==> src/hw/rtl/obst_pkg.sv <==
package obst_pkg;

	// Table geometry.
	localparam int TICKERS     = 4;
	localparam int ORDER_SLOTS = 8;
	localparam int TOTAL_SLOTS = TICKERS * ORDER_SLOTS;
	localparam int ADDR_W      = (TOTAL_SLOTS > 1) ? $clog2(TOTAL_SLOTS) : 1;
	localparam int TK_W        = (TICKERS > 1) ? $clog2(TICKERS) : 1;
	localparam int SL_W        = (ORDER_SLOTS > 1) ? $clog2(ORDER_SLOTS) : 1;

	// Reset value of the snapshot period register.
	localparam logic [31:0] PERIOD_RESET = 32'd60000;

	// Input item selector.
	localparam logic FUNC_UPDATE = 1'b0;
	localparam logic FUNC_TICK   = 1'b1;

	// Update types that touch the table.
	localparam logic [2:0] UPD_ADD    = 3'd0;
	localparam logic [2:0] UPD_MODIFY = 3'd1;
	localparam logic [2:0] UPD_CANCEL = 3'd2;

	// Result record kinds.
	localparam logic [2:0] KIND_START = 3'd0;
	localparam logic [2:0] KIND_CLEAR = 3'd1;
	localparam logic [2:0] KIND_ORDER = 3'd2;
	localparam logic [2:0] KIND_END   = 3'd3;
	localparam logic [2:0] KIND_ERROR = 3'd4;

	// Error codes.
	localparam logic [1:0] ERR_NONE     = 2'd0;
	localparam logic [1:0] ERR_OCCUPIED = 2'd1;
	localparam logic [1:0] ERR_EMPTY    = 2'd2;
	localparam logic [1:0] ERR_SIDE     = 2'd3;

	// One input item.
	typedef struct packed {
		logic               func;
		logic [2:0]         update_type;
		logic [1:0]         ticker;
		logic [2:0]         order_slot;
		logic [1:0]         side;
		logic signed [31:0] price;
		logic [31:0]        quantity;
		logic [31:0]        priority_req;
		logic [31:0]        seq_num;
	} item_t;

	// One result record.
	typedef struct packed {
		logic [5:0]         msg_index;
		logic [2:0]         msg_kind;
		logic [1:0]         out_ticker;
		logic [2:0]         out_slot;
		logic [1:0]         out_side;
		logic signed [31:0] out_price;
		logic [31:0]        out_quantity;
		logic [31:0]        out_priority;
		logic [31:0]        out_seq;
		logic [1:0]         error_code;
		logic               seq_gap;
		logic               last;
	} rec_t;

	// Contents of one order slot in the table memory.
	typedef struct packed {
		logic [1:0]  side;
		logic [31:0] price;
		logic [31:0] quantity;
		logic [31:0] priority_val;
	} entry_t;

	localparam int ENTRY_W = $bits(entry_t);

	// Commands from the controller to the datapath.
	typedef struct packed {
		logic       accept;
		logic       commit;
		logic       emit;
		logic [2:0] emit_kind;
		logic       scan_read;
		logic       walk_next;
	} cmd_t;

	// Status from the datapath to the controller.
	typedef struct packed {
		logic in_tick;
		logic snap_due;
		logic broken;
		logic out_free;
		logic scan_valid;
		logic slot_last;
		logic ticker_last;
	} stat_t;

endpackage

==> src/hw/rtl/obst_ram.sv <==
module obst_ram #(
	parameter int WIDTH = 8,
	parameter int DEPTH = 16
) (
	input  logic                                      clk,
	input  logic                                      we,
	input  logic [((DEPTH > 1) ? $clog2(DEPTH) : 1)-1:0] waddr,
	input  logic [WIDTH-1:0]                          wdata,
	input  logic                                      re,
	input  logic [((DEPTH > 1) ? $clog2(DEPTH) : 1)-1:0] raddr,
	output logic [WIDTH-1:0]                          rdata
);

	logic [WIDTH-1:0] mem_q [DEPTH];
	logic [WIDTH-1:0] rdata_q;

	// One write port, one registered read port; read data holds between reads.
	always_ff @(posedge clk) begin
		if (we) begin
			mem_q[waddr] <= wdata;
		end
		if (re) begin
			rdata_q <= mem_q[raddr];
		end
	end

	assign rdata = rdata_q;

endmodule

==> src/hw/rtl/obst_ctrl.sv <==
module obst_ctrl import obst_pkg::*; (
	input  logic  clk,
	input  logic  arst_n,
	input  logic  in_valid,
	output logic  in_ready,
	input  stat_t stat,
	output cmd_t  cmd
);

	localparam logic [2:0] ST_IDLE  = 3'd0;
	localparam logic [2:0] ST_CHECK = 3'd1;
	localparam logic [2:0] ST_ERROR = 3'd2;
	localparam logic [2:0] ST_START = 3'd3;
	localparam logic [2:0] ST_CLEAR = 3'd4;
	localparam logic [2:0] ST_SCAN  = 3'd5;
	localparam logic [2:0] ST_ORDER = 3'd6;
	localparam logic [2:0] ST_END   = 3'd7;

	logic [2:0] state_q;
	logic [2:0] state_d;
	logic [2:0] walk_state;

	assign in_ready = (state_q == ST_IDLE);

	// Where the snapshot walk goes after finishing the current slot.
	always_comb begin
		if (!stat.slot_last) begin
			walk_state = ST_SCAN;
		end else if (stat.ticker_last) begin
			walk_state = ST_END;
		end else begin
			walk_state = ST_CLEAR;
		end
	end

	// Next state and commands.
	always_comb begin
		state_d       = state_q;
		cmd           = '0;
		cmd.emit_kind = KIND_ERROR;
		unique case (state_q)
			ST_IDLE: begin
				cmd.accept = in_valid;
				if (in_valid) begin
					if (stat.in_tick) begin
						state_d = stat.snap_due ? ST_START : ST_IDLE;
					end else begin
						state_d = ST_CHECK;
					end
				end
			end
			ST_CHECK: begin
				if (stat.broken) begin
					state_d = ST_ERROR;
				end else begin
					cmd.commit = 1'b1;
					state_d    = ST_IDLE;
				end
			end
			ST_ERROR: begin
				if (stat.out_free) begin
					cmd.emit      = 1'b1;
					cmd.emit_kind = KIND_ERROR;
					state_d       = ST_IDLE;
				end
			end
			ST_START: begin
				if (stat.out_free) begin
					cmd.emit      = 1'b1;
					cmd.emit_kind = KIND_START;
					state_d       = ST_CLEAR;
				end
			end
			ST_CLEAR: begin
				if (stat.out_free) begin
					cmd.emit      = 1'b1;
					cmd.emit_kind = KIND_CLEAR;
					state_d       = ST_SCAN;
				end
			end
			ST_SCAN: begin
				if (stat.scan_valid) begin
					cmd.scan_read = 1'b1;
					state_d       = ST_ORDER;
				end else begin
					cmd.walk_next = 1'b1;
					state_d       = walk_state;
				end
			end
			ST_ORDER: begin
				if (stat.out_free) begin
					cmd.emit      = 1'b1;
					cmd.emit_kind = KIND_ORDER;
					cmd.walk_next = 1'b1;
					state_d       = walk_state;
				end
			end
			ST_END: begin
				if (stat.out_free) begin
					cmd.emit      = 1'b1;
					cmd.emit_kind = KIND_END;
					state_d       = ST_IDLE;
				end
			end
			default: begin
				state_d = ST_IDLE;
			end
		endcase
	end

	always_ff @(posedge clk or negedge arst_n) begin
		if (!arst_n) begin
			state_q <= ST_IDLE;
		end else begin
			state_q <= state_d;
		end
	end

endmodule

==> src/hw/rtl/obst_dp.sv <==
module obst_dp import obst_pkg::*; (
	input  logic        clk,
	input  logic        arst_n,
	input  item_t       in_item,
	input  logic        cfg_we,
	input  logic [31:0] cfg_data,
	input  cmd_t        cmd,
	output stat_t       stat,
	input  logic        out_ready,
	output logic        out_valid,
	output rec_t        out_rec
);

	// Configuration and running counters.
	logic [31:0] period_q;
	logic [31:0] elapsed_q;
	logic [31:0] elapsed_inc;
	logic [31:0] last_seq_q;

	// Live-order flags, one per slot.
	logic [TOTAL_SLOTS-1:0] valid_q;

	// Registered update item.
	item_t             item_q;
	logic [ADDR_W-1:0] addr_q;
	logic              in_range_q;

	// Input address decode.
	logic              in_range;
	logic [ADDR_W-1:0] in_addr;

	// Snapshot walk.
	logic [TK_W-1:0]   tk_q;
	logic [SL_W-1:0]   sl_q;
	logic [5:0]        idx_q;
	logic [ADDR_W-1:0] scan_addr;
	logic              snap_begin;

	// Table memory.
	entry_t            rd_entry;
	entry_t            wr_entry;
	logic [ENTRY_W-1:0] rd_raw;
	logic              ram_we;
	logic              ram_re;
	logic [ADDR_W-1:0] ram_raddr;

	// Update check.
	logic [1:0] err;
	logic       gap;
	logic       table_op;

	// Output register.
	logic out_valid_q;
	rec_t out_rec_q;
	rec_t rec_d;

	// Slot address of the incoming item; out-of-range addresses fall back to zero.
	always_comb begin
		in_range = (32'(in_item.ticker) < 32'(TICKERS))
			&& (32'(in_item.order_slot) < 32'(ORDER_SLOTS));
		if (in_range) begin
			in_addr = ADDR_W'(32'(in_item.ticker) * ORDER_SLOTS + 32'(in_item.order_slot));
		end else begin
			in_addr = '0;
		end
	end

	assign scan_addr = ADDR_W'(32'(tk_q) * ORDER_SLOTS + 32'(sl_q));

	// Saturating tick count and snapshot trigger.
	assign elapsed_inc = (elapsed_q == '1) ? elapsed_q : elapsed_q + 32'd1;
	assign snap_begin  = cmd.accept && (in_item.func == FUNC_TICK) && (elapsed_inc > period_q);

	// Slot and sequence checks for the registered update.
	always_comb begin
		table_op = (item_q.update_type == UPD_ADD) || (item_q.update_type == UPD_MODIFY)
			|| (item_q.update_type == UPD_CANCEL);
		err = ERR_NONE;
		if (table_op) begin
			if (!in_range_q) begin
				err = ERR_EMPTY;
			end else if (item_q.update_type == UPD_ADD) begin
				err = valid_q[addr_q] ? ERR_OCCUPIED : ERR_NONE;
			end else if (!valid_q[addr_q]) begin
				err = ERR_EMPTY;
			end else if (rd_entry.side != item_q.side) begin
				err = ERR_SIDE;
			end
		end
		gap = (item_q.seq_num != last_seq_q + 32'd1);
	end

	// Memory ports: reads on accept and during the walk, writes on commit of an add or modify.
	assign rd_entry  = entry_t'(rd_raw);
	assign ram_re    = cmd.accept || cmd.scan_read;
	assign ram_raddr = cmd.accept ? in_addr : scan_addr;
	assign ram_we    = cmd.commit && ((item_q.update_type == UPD_ADD)
		|| (item_q.update_type == UPD_MODIFY));

	always_comb begin
		wr_entry.price    = item_q.price;
		wr_entry.quantity = item_q.quantity;
		if (item_q.update_type == UPD_ADD) begin
			wr_entry.side         = item_q.side;
			wr_entry.priority_val = item_q.priority_req;
		end else begin
			wr_entry.side         = rd_entry.side;
			wr_entry.priority_val = rd_entry.priority_val;
		end
	end

	obst_ram #(
		.WIDTH (ENTRY_W),
		.DEPTH (TOTAL_SLOTS)
	) u_ram (
		.clk   (clk),
		.we    (ram_we),
		.waddr (addr_q),
		.wdata (wr_entry),
		.re    (ram_re),
		.raddr (ram_raddr),
		.rdata (rd_raw)
	);

	// Status to the controller.
	always_comb begin
		stat.in_tick     = (in_item.func == FUNC_TICK);
		stat.snap_due    = (elapsed_inc > period_q);
		stat.broken      = (err != ERR_NONE) || gap;
		stat.out_free    = !out_valid_q || out_ready;
		stat.scan_valid  = valid_q[scan_addr];
		stat.slot_last   = (sl_q == SL_W'(ORDER_SLOTS - 1));
		stat.ticker_last = (tk_q == TK_W'(TICKERS - 1));
	end

	// Record assembly for the kind the controller asks for.
	always_comb begin
		rec_d          = '0;
		rec_d.msg_kind = cmd.emit_kind;
		case (cmd.emit_kind)
			KIND_ERROR: begin
				rec_d.error_code = err;
				rec_d.seq_gap    = gap;
				rec_d.last       = 1'b1;
			end
			KIND_START: begin
				rec_d.msg_index = idx_q;
				rec_d.out_seq   = last_seq_q;
			end
			KIND_CLEAR: begin
				rec_d.msg_index  = idx_q;
				rec_d.out_ticker = 2'(tk_q);
			end
			KIND_ORDER: begin
				rec_d.msg_index    = idx_q;
				rec_d.out_ticker   = 2'(tk_q);
				rec_d.out_slot     = 3'(sl_q);
				rec_d.out_side     = rd_entry.side;
				rec_d.out_price    = rd_entry.price;
				rec_d.out_quantity = rd_entry.quantity;
				rec_d.out_priority = rd_entry.priority_val;
			end
			KIND_END: begin
				rec_d.msg_index = idx_q;
				rec_d.out_seq   = last_seq_q;
				rec_d.last      = 1'b1;
			end
			default: begin
				rec_d.msg_kind = cmd.emit_kind;
			end
		endcase
	end

	// Control registers: period, counters, live flags, walk position, output valid.
	always_ff @(posedge clk or negedge arst_n) begin
		if (!arst_n) begin
			period_q    <= PERIOD_RESET;
			elapsed_q   <= '0;
			last_seq_q  <= '0;
			valid_q     <= '0;
			tk_q        <= '0;
			sl_q        <= '0;
			idx_q       <= '0;
			out_valid_q <= 1'b0;
		end else begin
			if (cfg_we) begin
				period_q <= cfg_data;
			end
			if (cmd.accept && (in_item.func == FUNC_TICK)) begin
				elapsed_q <= snap_begin ? 32'd0 : elapsed_inc;
			end
			if (cmd.commit) begin
				last_seq_q <= item_q.seq_num;
				if (item_q.update_type == UPD_ADD) begin
					valid_q[addr_q] <= 1'b1;
				end else if (item_q.update_type == UPD_CANCEL) begin
					valid_q[addr_q] <= 1'b0;
				end
			end
			if (snap_begin) begin
				tk_q  <= '0;
				sl_q  <= '0;
				idx_q <= '0;
			end else begin
				if (cmd.walk_next) begin
					if (stat.slot_last) begin
						sl_q <= '0;
						tk_q <= tk_q + TK_W'(1);
					end else begin
						sl_q <= sl_q + SL_W'(1);
					end
				end
				if (cmd.emit && (cmd.emit_kind != KIND_ERROR)) begin
					idx_q <= idx_q + 6'd1;
				end
			end
			if (cmd.emit) begin
				out_valid_q <= 1'b1;
			end else if (out_ready) begin
				out_valid_q <= 1'b0;
			end
		end
	end

	// Payload registers.
	always_ff @(posedge clk) begin
		if (cmd.accept) begin
			item_q     <= in_item;
			addr_q     <= in_addr;
			in_range_q <= in_range;
		end
		if (cmd.emit) begin
			out_rec_q <= rec_d;
		end
	end

	assign out_valid = out_valid_q;
	assign out_rec   = out_rec_q;

endmodule

==> src/hw/rtl/order_book_snapshot_table.sv <==
// Channel   | Direction | Handshake                      | Content
// ----------+-----------+--------------------------------+------------------------------------
// s_axis    | in        | s_axis_tvalid / s_axis_tready  | market updates and time ticks
// m_axis    | out       | m_axis_tvalid / m_axis_tready  | error and snapshot records
// cfg       | in        | cfg_valid / cfg_ready          | snapshot_period register
//
// An update is accepted in IDLE, where its slot is read from the table memory, then
// checked and written back in CHECK; an error goes on to ERROR to load its record.
// A tick is taken in IDLE. A snapshot walks every slot once in SCAN, with an ORDER record
// per live order, a CLEAR per ticker, and START and END, paced by the single read port.
// Reset clears the live-order flags and counters at once; there is no clearing pass.
// A stalled m_axis holds the walk and the input; once END or ERROR is loaded, input resumes.
module order_book_snapshot_table import obst_pkg::*; (
	input  logic         clk,
	input  logic         arst_n,

	input  logic         s_axis_tvalid,
	output logic         s_axis_tready,
	// [1:0] ticker, [4:2] order_slot, [6:5] side, [38:7] price, [70:39] quantity,
	// [102:71] priority_req, [134:103] seq_num, [135] zero
	input  logic [135:0] s_axis_tdata,
	// [0] func, [3:1] update_type
	input  logic [3:0]   s_axis_tuser,

	output logic         m_axis_tvalid,
	input  logic         m_axis_tready,
	// [5:0] msg_index, [7:6] out_ticker, [10:8] out_slot, [12:11] out_side,
	// [44:13] out_price, [76:45] out_quantity, [108:77] out_priority,
	// [140:109] out_seq, [142:141] error_code, [143] seq_gap
	output logic [143:0] m_axis_tdata,
	// [2:0] msg_kind
	output logic [2:0]   m_axis_tuser,
	output logic         m_axis_tlast,

	input  logic         cfg_valid,
	output logic         cfg_ready,
	input  logic [31:0]  cfg_data
);

	item_t in_item;
	rec_t  out_rec;
	cmd_t  cmd;
	stat_t stat;

	// Unpack the input transaction.
	always_comb begin
		in_item.func         = s_axis_tuser[0];
		in_item.update_type  = s_axis_tuser[3:1];
		in_item.ticker       = s_axis_tdata[1:0];
		in_item.order_slot   = s_axis_tdata[4:2];
		in_item.side         = s_axis_tdata[6:5];
		in_item.price        = s_axis_tdata[38:7];
		in_item.quantity     = s_axis_tdata[70:39];
		in_item.priority_req = s_axis_tdata[102:71];
		in_item.seq_num      = s_axis_tdata[134:103];
	end

	// Pack the output transaction.
	assign m_axis_tdata = {out_rec.seq_gap, out_rec.error_code, out_rec.out_seq,
		out_rec.out_priority, out_rec.out_quantity, out_rec.out_price,
		out_rec.out_side, out_rec.out_slot, out_rec.out_ticker, out_rec.msg_index};
	assign m_axis_tuser = out_rec.msg_kind;
	assign m_axis_tlast = out_rec.last;

	// The register accepts a write in any cycle.
	assign cfg_ready = 1'b1;

	obst_ctrl u_ctrl (
		.clk      (clk),
		.arst_n   (arst_n),
		.in_valid (s_axis_tvalid),
		.in_ready (s_axis_tready),
		.stat     (stat),
		.cmd      (cmd)
	);

	obst_dp u_dp (
		.clk       (clk),
		.arst_n    (arst_n),
		.in_item   (in_item),
		.cfg_we    (cfg_valid),
		.cfg_data  (cfg_data),
		.cmd       (cmd),
		.stat      (stat),
		.out_ready (m_axis_tready),
		.out_valid (m_axis_tvalid),
		.out_rec   (out_rec)
	);

endmodule

==> config.mk <==
export PLATFORM = sky130hd
export DESIGN_NAME = order_book_snapshot_table
export DESIGN_NICKNAME = d
export VERILOG_FILES = /design/src/hw/rtl/obst_pkg.sv /design/src/hw/rtl/obst_ram.sv /design/src/hw/rtl/obst_ctrl.sv /design/src/hw/rtl/obst_dp.sv /design/src/hw/rtl/order_book_snapshot_table.sv
export SDC_FILE = /design/constraint.sdc
export NUM_CORES = 2
export LEC_CHECK = 0
export BUFFER_PORTS_ARGS = -buffer_cell sky130_fd_sc_hd__buf_2
export CORE_ASPECT_RATIO = 2
export CORE_UTILIZATION = 37
export CTS_CLUSTER_SIZE = 16
export DETAILED_ROUTE_END_ITERATION = 16
export PLACE_DENSITY = 0.55
export REMOVE_ABC_BUFFERS = 1
export SLEW_MARGIN = 20
export SYNTH_ARGS = -nofsm -noshare
export SYNTH_HDL_FRONTEND = slang
export SYNTH_SLANG_ARGS = --single-unit
==> constraint.sdc <==
create_clock -name clk -period 18.8 [get_ports clk]
set_input_delay 2.82 -clock clk [delete_from_list [all_inputs] [get_ports clk]]
set_output_delay 2.82 -clock clk [all_outputs]
set_load 0.02 [all_outputs]
==> impl_metrics.csv <==
group,metric,value,unit
outcome,status,"finished clean",
worst_setup_path,required,19.37,ns
timing,worst_slew_pin_slew,1.200,ns
worst_setup_path,rrSetupSlack,11.39,ns
route,antenna_left,0,
worst_setup_path,reg2regPathDepth,13,
worst_setup_path,path_max_fanout,114,
layout,syn_to_final_growth,13.45,%
layout,multiInputGateArea,31200,µm²
synth,ys_warn_count,0,
route,via_per_inst,5.510,
worst_setup_path,cp_slowest_cell,"buf_4",
synth,syn_area,142000,µm²
layout,drive_above_1_share,23.80,%
global_route,grt_usage,19.97,%
layout,num-fill-cells,33300,
timing,max_freq,0.1255,GHz
worst_setup_path,r2r-end,"u_dp.u_ram.mem_q[1][67]",
worst_setup_path,end_kind,"flop",
clock_network,cts_tree,"done",
die,pin_count,328,
pwr,powerDensity,134.3,nW/µm²
clock_network,clock_latency,0.96,ns
worst_setup_path,arrival,8.54,ns
clock_network,cts_resized,0,
place,dp_cells,12430,
synth,synth_top_family_by_area,"multiplexers",
clock_network,postCtsSetupRepairBufs,0,
timing,setup_tns,0,ns
clock_network,cts.htree.levels,5,
synth,synth_mux_area_share,13.64,%
layout,layout.nets,7976,
flow_run,maxCapViolations,0,
die,die_w,440.1,µm
synth,synthArstFlopShare,3.904,%
timing,fin_crit_sh,42.39,%
route,dr.pass1.iters,5,
worst_setup_path,critical_path.top_delay_family,"buffers and inverters",
worst_setup_path,worst-setup-path-type,"primary input to flop",
layout,seqCellArea,109300,µm²
synth,syn_area_per_cell,19.33,µm²
min_path,hp-class,"flop to flop",
timing,slew_violations,0,
route,vias,71930,
route,routed_wirelength,390.6,mm
route,drtIter0Drc,7309,
synth,synth_compound_area_share,1.034,%
place,io_buffers,325,
route,drcViolationCount,0,
clock_network,holdBufCountCts,0,
global_route,grt_pass1_wl,553.4,mm
worst_setup_path,cp-startpoint,"s_axis_tvalid",
timing,slew_headroom,19.99,%
global_route,grt_overflow,0,
worst_setup_path,r2r_start,"u_dp.last_seq_q[0]",
timing,fin_skew,0.07528,ns
die,rows,321,
synth,synth_cells,7346,
global_route,antenna_found_initial,31,
worst_setup_path,slowest_delay,0.86,ns
clock_network,cts_root_buffer,"clkbuf_16",
synth,synth_ff_type,"edfxtp_1",
timing,final_hold_viol_count,0,
pwr,leakage,52.22,nW
worst_setup_path,path_depth,12,
timing,rsz0062_at_grt,"false",
timing,timing.final.crit_period,7.970,ns
layout,layout_commonest_cell,"edfxtp_1",
synth,synth-adder-area-share,0.3348,%
place,dpl_worst_slack,9.779,ns
synth,synthSimpleGateAreaFrac,6.249,%
die,coreArea,382000,µm²
layout,most-common-layout-cells,"edfxtp_1, nand2_1, mux4_2, nand3_1, clkbuf_16",
worst_setup_path,endpoint,"u_dp.u_ram.rdata[71]",
die,dieArea,386400,µm²
synth,synth-xor-area-share,0.4688,%
timing,fin_ws,10.83,ns
clock_network,clockBufferDepth,4,
synth,synth-seq-cells,3663,
worst_setup_path,path_cells,"buf_2, and2_4, buf_12, mux2i_4, buf_12, buf_4, buf_4, mux4_2, nand2_1, nand3_1, nand2_1, o21ai_0",
die,start_util,37.18,%
clock_network,numCtsBuffers,336,
layout,layout.cells.non_filler,13050,
clock_network,clk_pin_slew,0.07,ns
pwr,ir_worst_vdd,0.1216,mV
timing,setup_viol_count_final,0,
global_route,grt_max_degree,147,
global_route,grt_pass1_vias,75350,
place,post-dp-hpwl,186.2,mm
place,place.gp.congestion,0.8034,
synth,ys_seq_area_share,76.97,%
synth,synth_edf_count,3520,
die,chipHeight,878.1,µm
worst_setup_path,critPathBufInv,5,
clock_network,cts.sinks,3663,
route,wire_per_inst,29.92,µm
worst_setup_path,critPathLaunchType,"primary input",
synth,ys_types,62,
==> where the power goes <==
group / total, mW / internal, mW / switching (mW)
Combinational: 5.38 / 2.20 / 3.18
Clock: 6.96 / 3.87 / 3.09
Sequential: 9.30 / 9.17 / 0.125
==> through the flow <==
step / cell area, µm² / utilization [%] / hold slack (ns) / total power, mW
detailed placement: 150100 / 39.30 / 0.5027 / 14.94
floorplan: 140500 / - / 0.4729 / 17.02
CTS: 161000 / 42.15 / 0.5127 / 21.91
finish: 161100 / 42.18 / 0.5085 / 21.63
global placement: 150100 / 39.29 / 0.5003 / 14.95
global route: 161100 / 42.17 / 0.5298 / 22.52
==> worst reg2reg max path, stage by stage (launching register included) <==
cell,delay [ns]
dfrtp_1,0.45
ha_1,0.27
nand4_1,0.40
nor4_1,0.65
a21o_1,0.24
nand4_1,0.11
nor4_1,0.98
nand4_4,0.11
buf_4,0.41
nor2_4,0.20
buf_4,0.53
and4bb_4,0.90
buf_4,0.85
buf_4,0.91
==> how the worst min path moves through the flow <==
stage | to | slack, ns | depth (start not counted) | from
final | u_dp.period_q[9] | 0.51 | 2 | u_dp.period_q[9]
after global routing | u_dp.out_rec[95] | 0.53 | 1 | u_dp.u_ram.rdata[59]
after CTS | u_dp.period_q[9] | 0.51 | 2 | u_dp.period_q[9]
after detailed placement | u_dp.period_q[9] | 0.50 | 2 | u_dp.period_q[9]
after global placement | u_dp.elapsed_q[16] | 0.50 | 2 | u_dp.elapsed_q[16]
after floorplan | u_dp.elapsed_q[6] | 0.47 | 2 | u_dp.elapsed_q[6]
==> metal layers <==
| layer | up-vias | wire length [µm] | global-route usage, % |
|---|---|---|---|
| li1 | 30040 | - | - |
| met1 | 39000 | 158500 | 26.25 |
| met2 | 2369 | 200700 | 34.89 |
| met3 | 508 | 22270 | 2.536 |
| met4 | 10 | 8990 | 4.980 |
| met5 | - | 61 | 0 |
==> cells in the mapped netlist, drive strengths merged (56+ instances only) <==
cell type / n / share of area (%)
edfxtp: 3520 / 74
nand2: 980 / 2.6
mux4: 802 / 13
nand3: 530 / 1.9
clkbuf: 246 / 0.65
o21ai: 154 / 0.54
buf: 153 / 0.44
and2: 148 / 0.65
dfrtp: 136 / 2.4
inv: 81 / 0.21
mux2: 72 / 0.57
nor3: 59 / 0.23
nor2: 56 / 0.15
==> flip-flops by register name (all words and copies together) (netlist names), 6 cells and up, named ones only <==
| register | count |
|---|---|
| u_dp.elapsed_q | 32 |
| u_dp.item_q | 133 |
| u_dp.out_rec | 148 |
| u_dp.idx_q | 6 |
| u_dp.u_ram.mem_q | 3136 |
| u_dp.period_q | 32 |
| u_dp.u_ram.rdata | 98 |
| u_dp.last_seq_q | 32 |
==> kinds of logic (layout without fill, tap and decap cells) <==
group,after synthesis,in the layout
buffers and inverters,480,1163
adder cells (fa/ha/maj),38,38
flip-flops,3663,3663
multiplexers,924,924
AO/OA/AOI/OAI,247,247
other,1,20
XOR/XNOR,76,76
AND/OR/NAND/NOR,1917,1917
==> area by class of cell <==
| cell class | instances | share of cell area [%] |
|---|---|---|
| flip-flops and latches | 3663 | 67.84 |
| multi-input cells | 3203 | 19.37 |
| clock buffers | 404 | 5.483 |
| well taps | 5006 | 3.888 |
| repair buffers | 476 | 1.925 |
| clock inverters | 202 | 1.275 |
| inverters | 81 | 0.1887 |
| diodes | 19 | 0.02951 |
(Power assumes the default switching activity.)
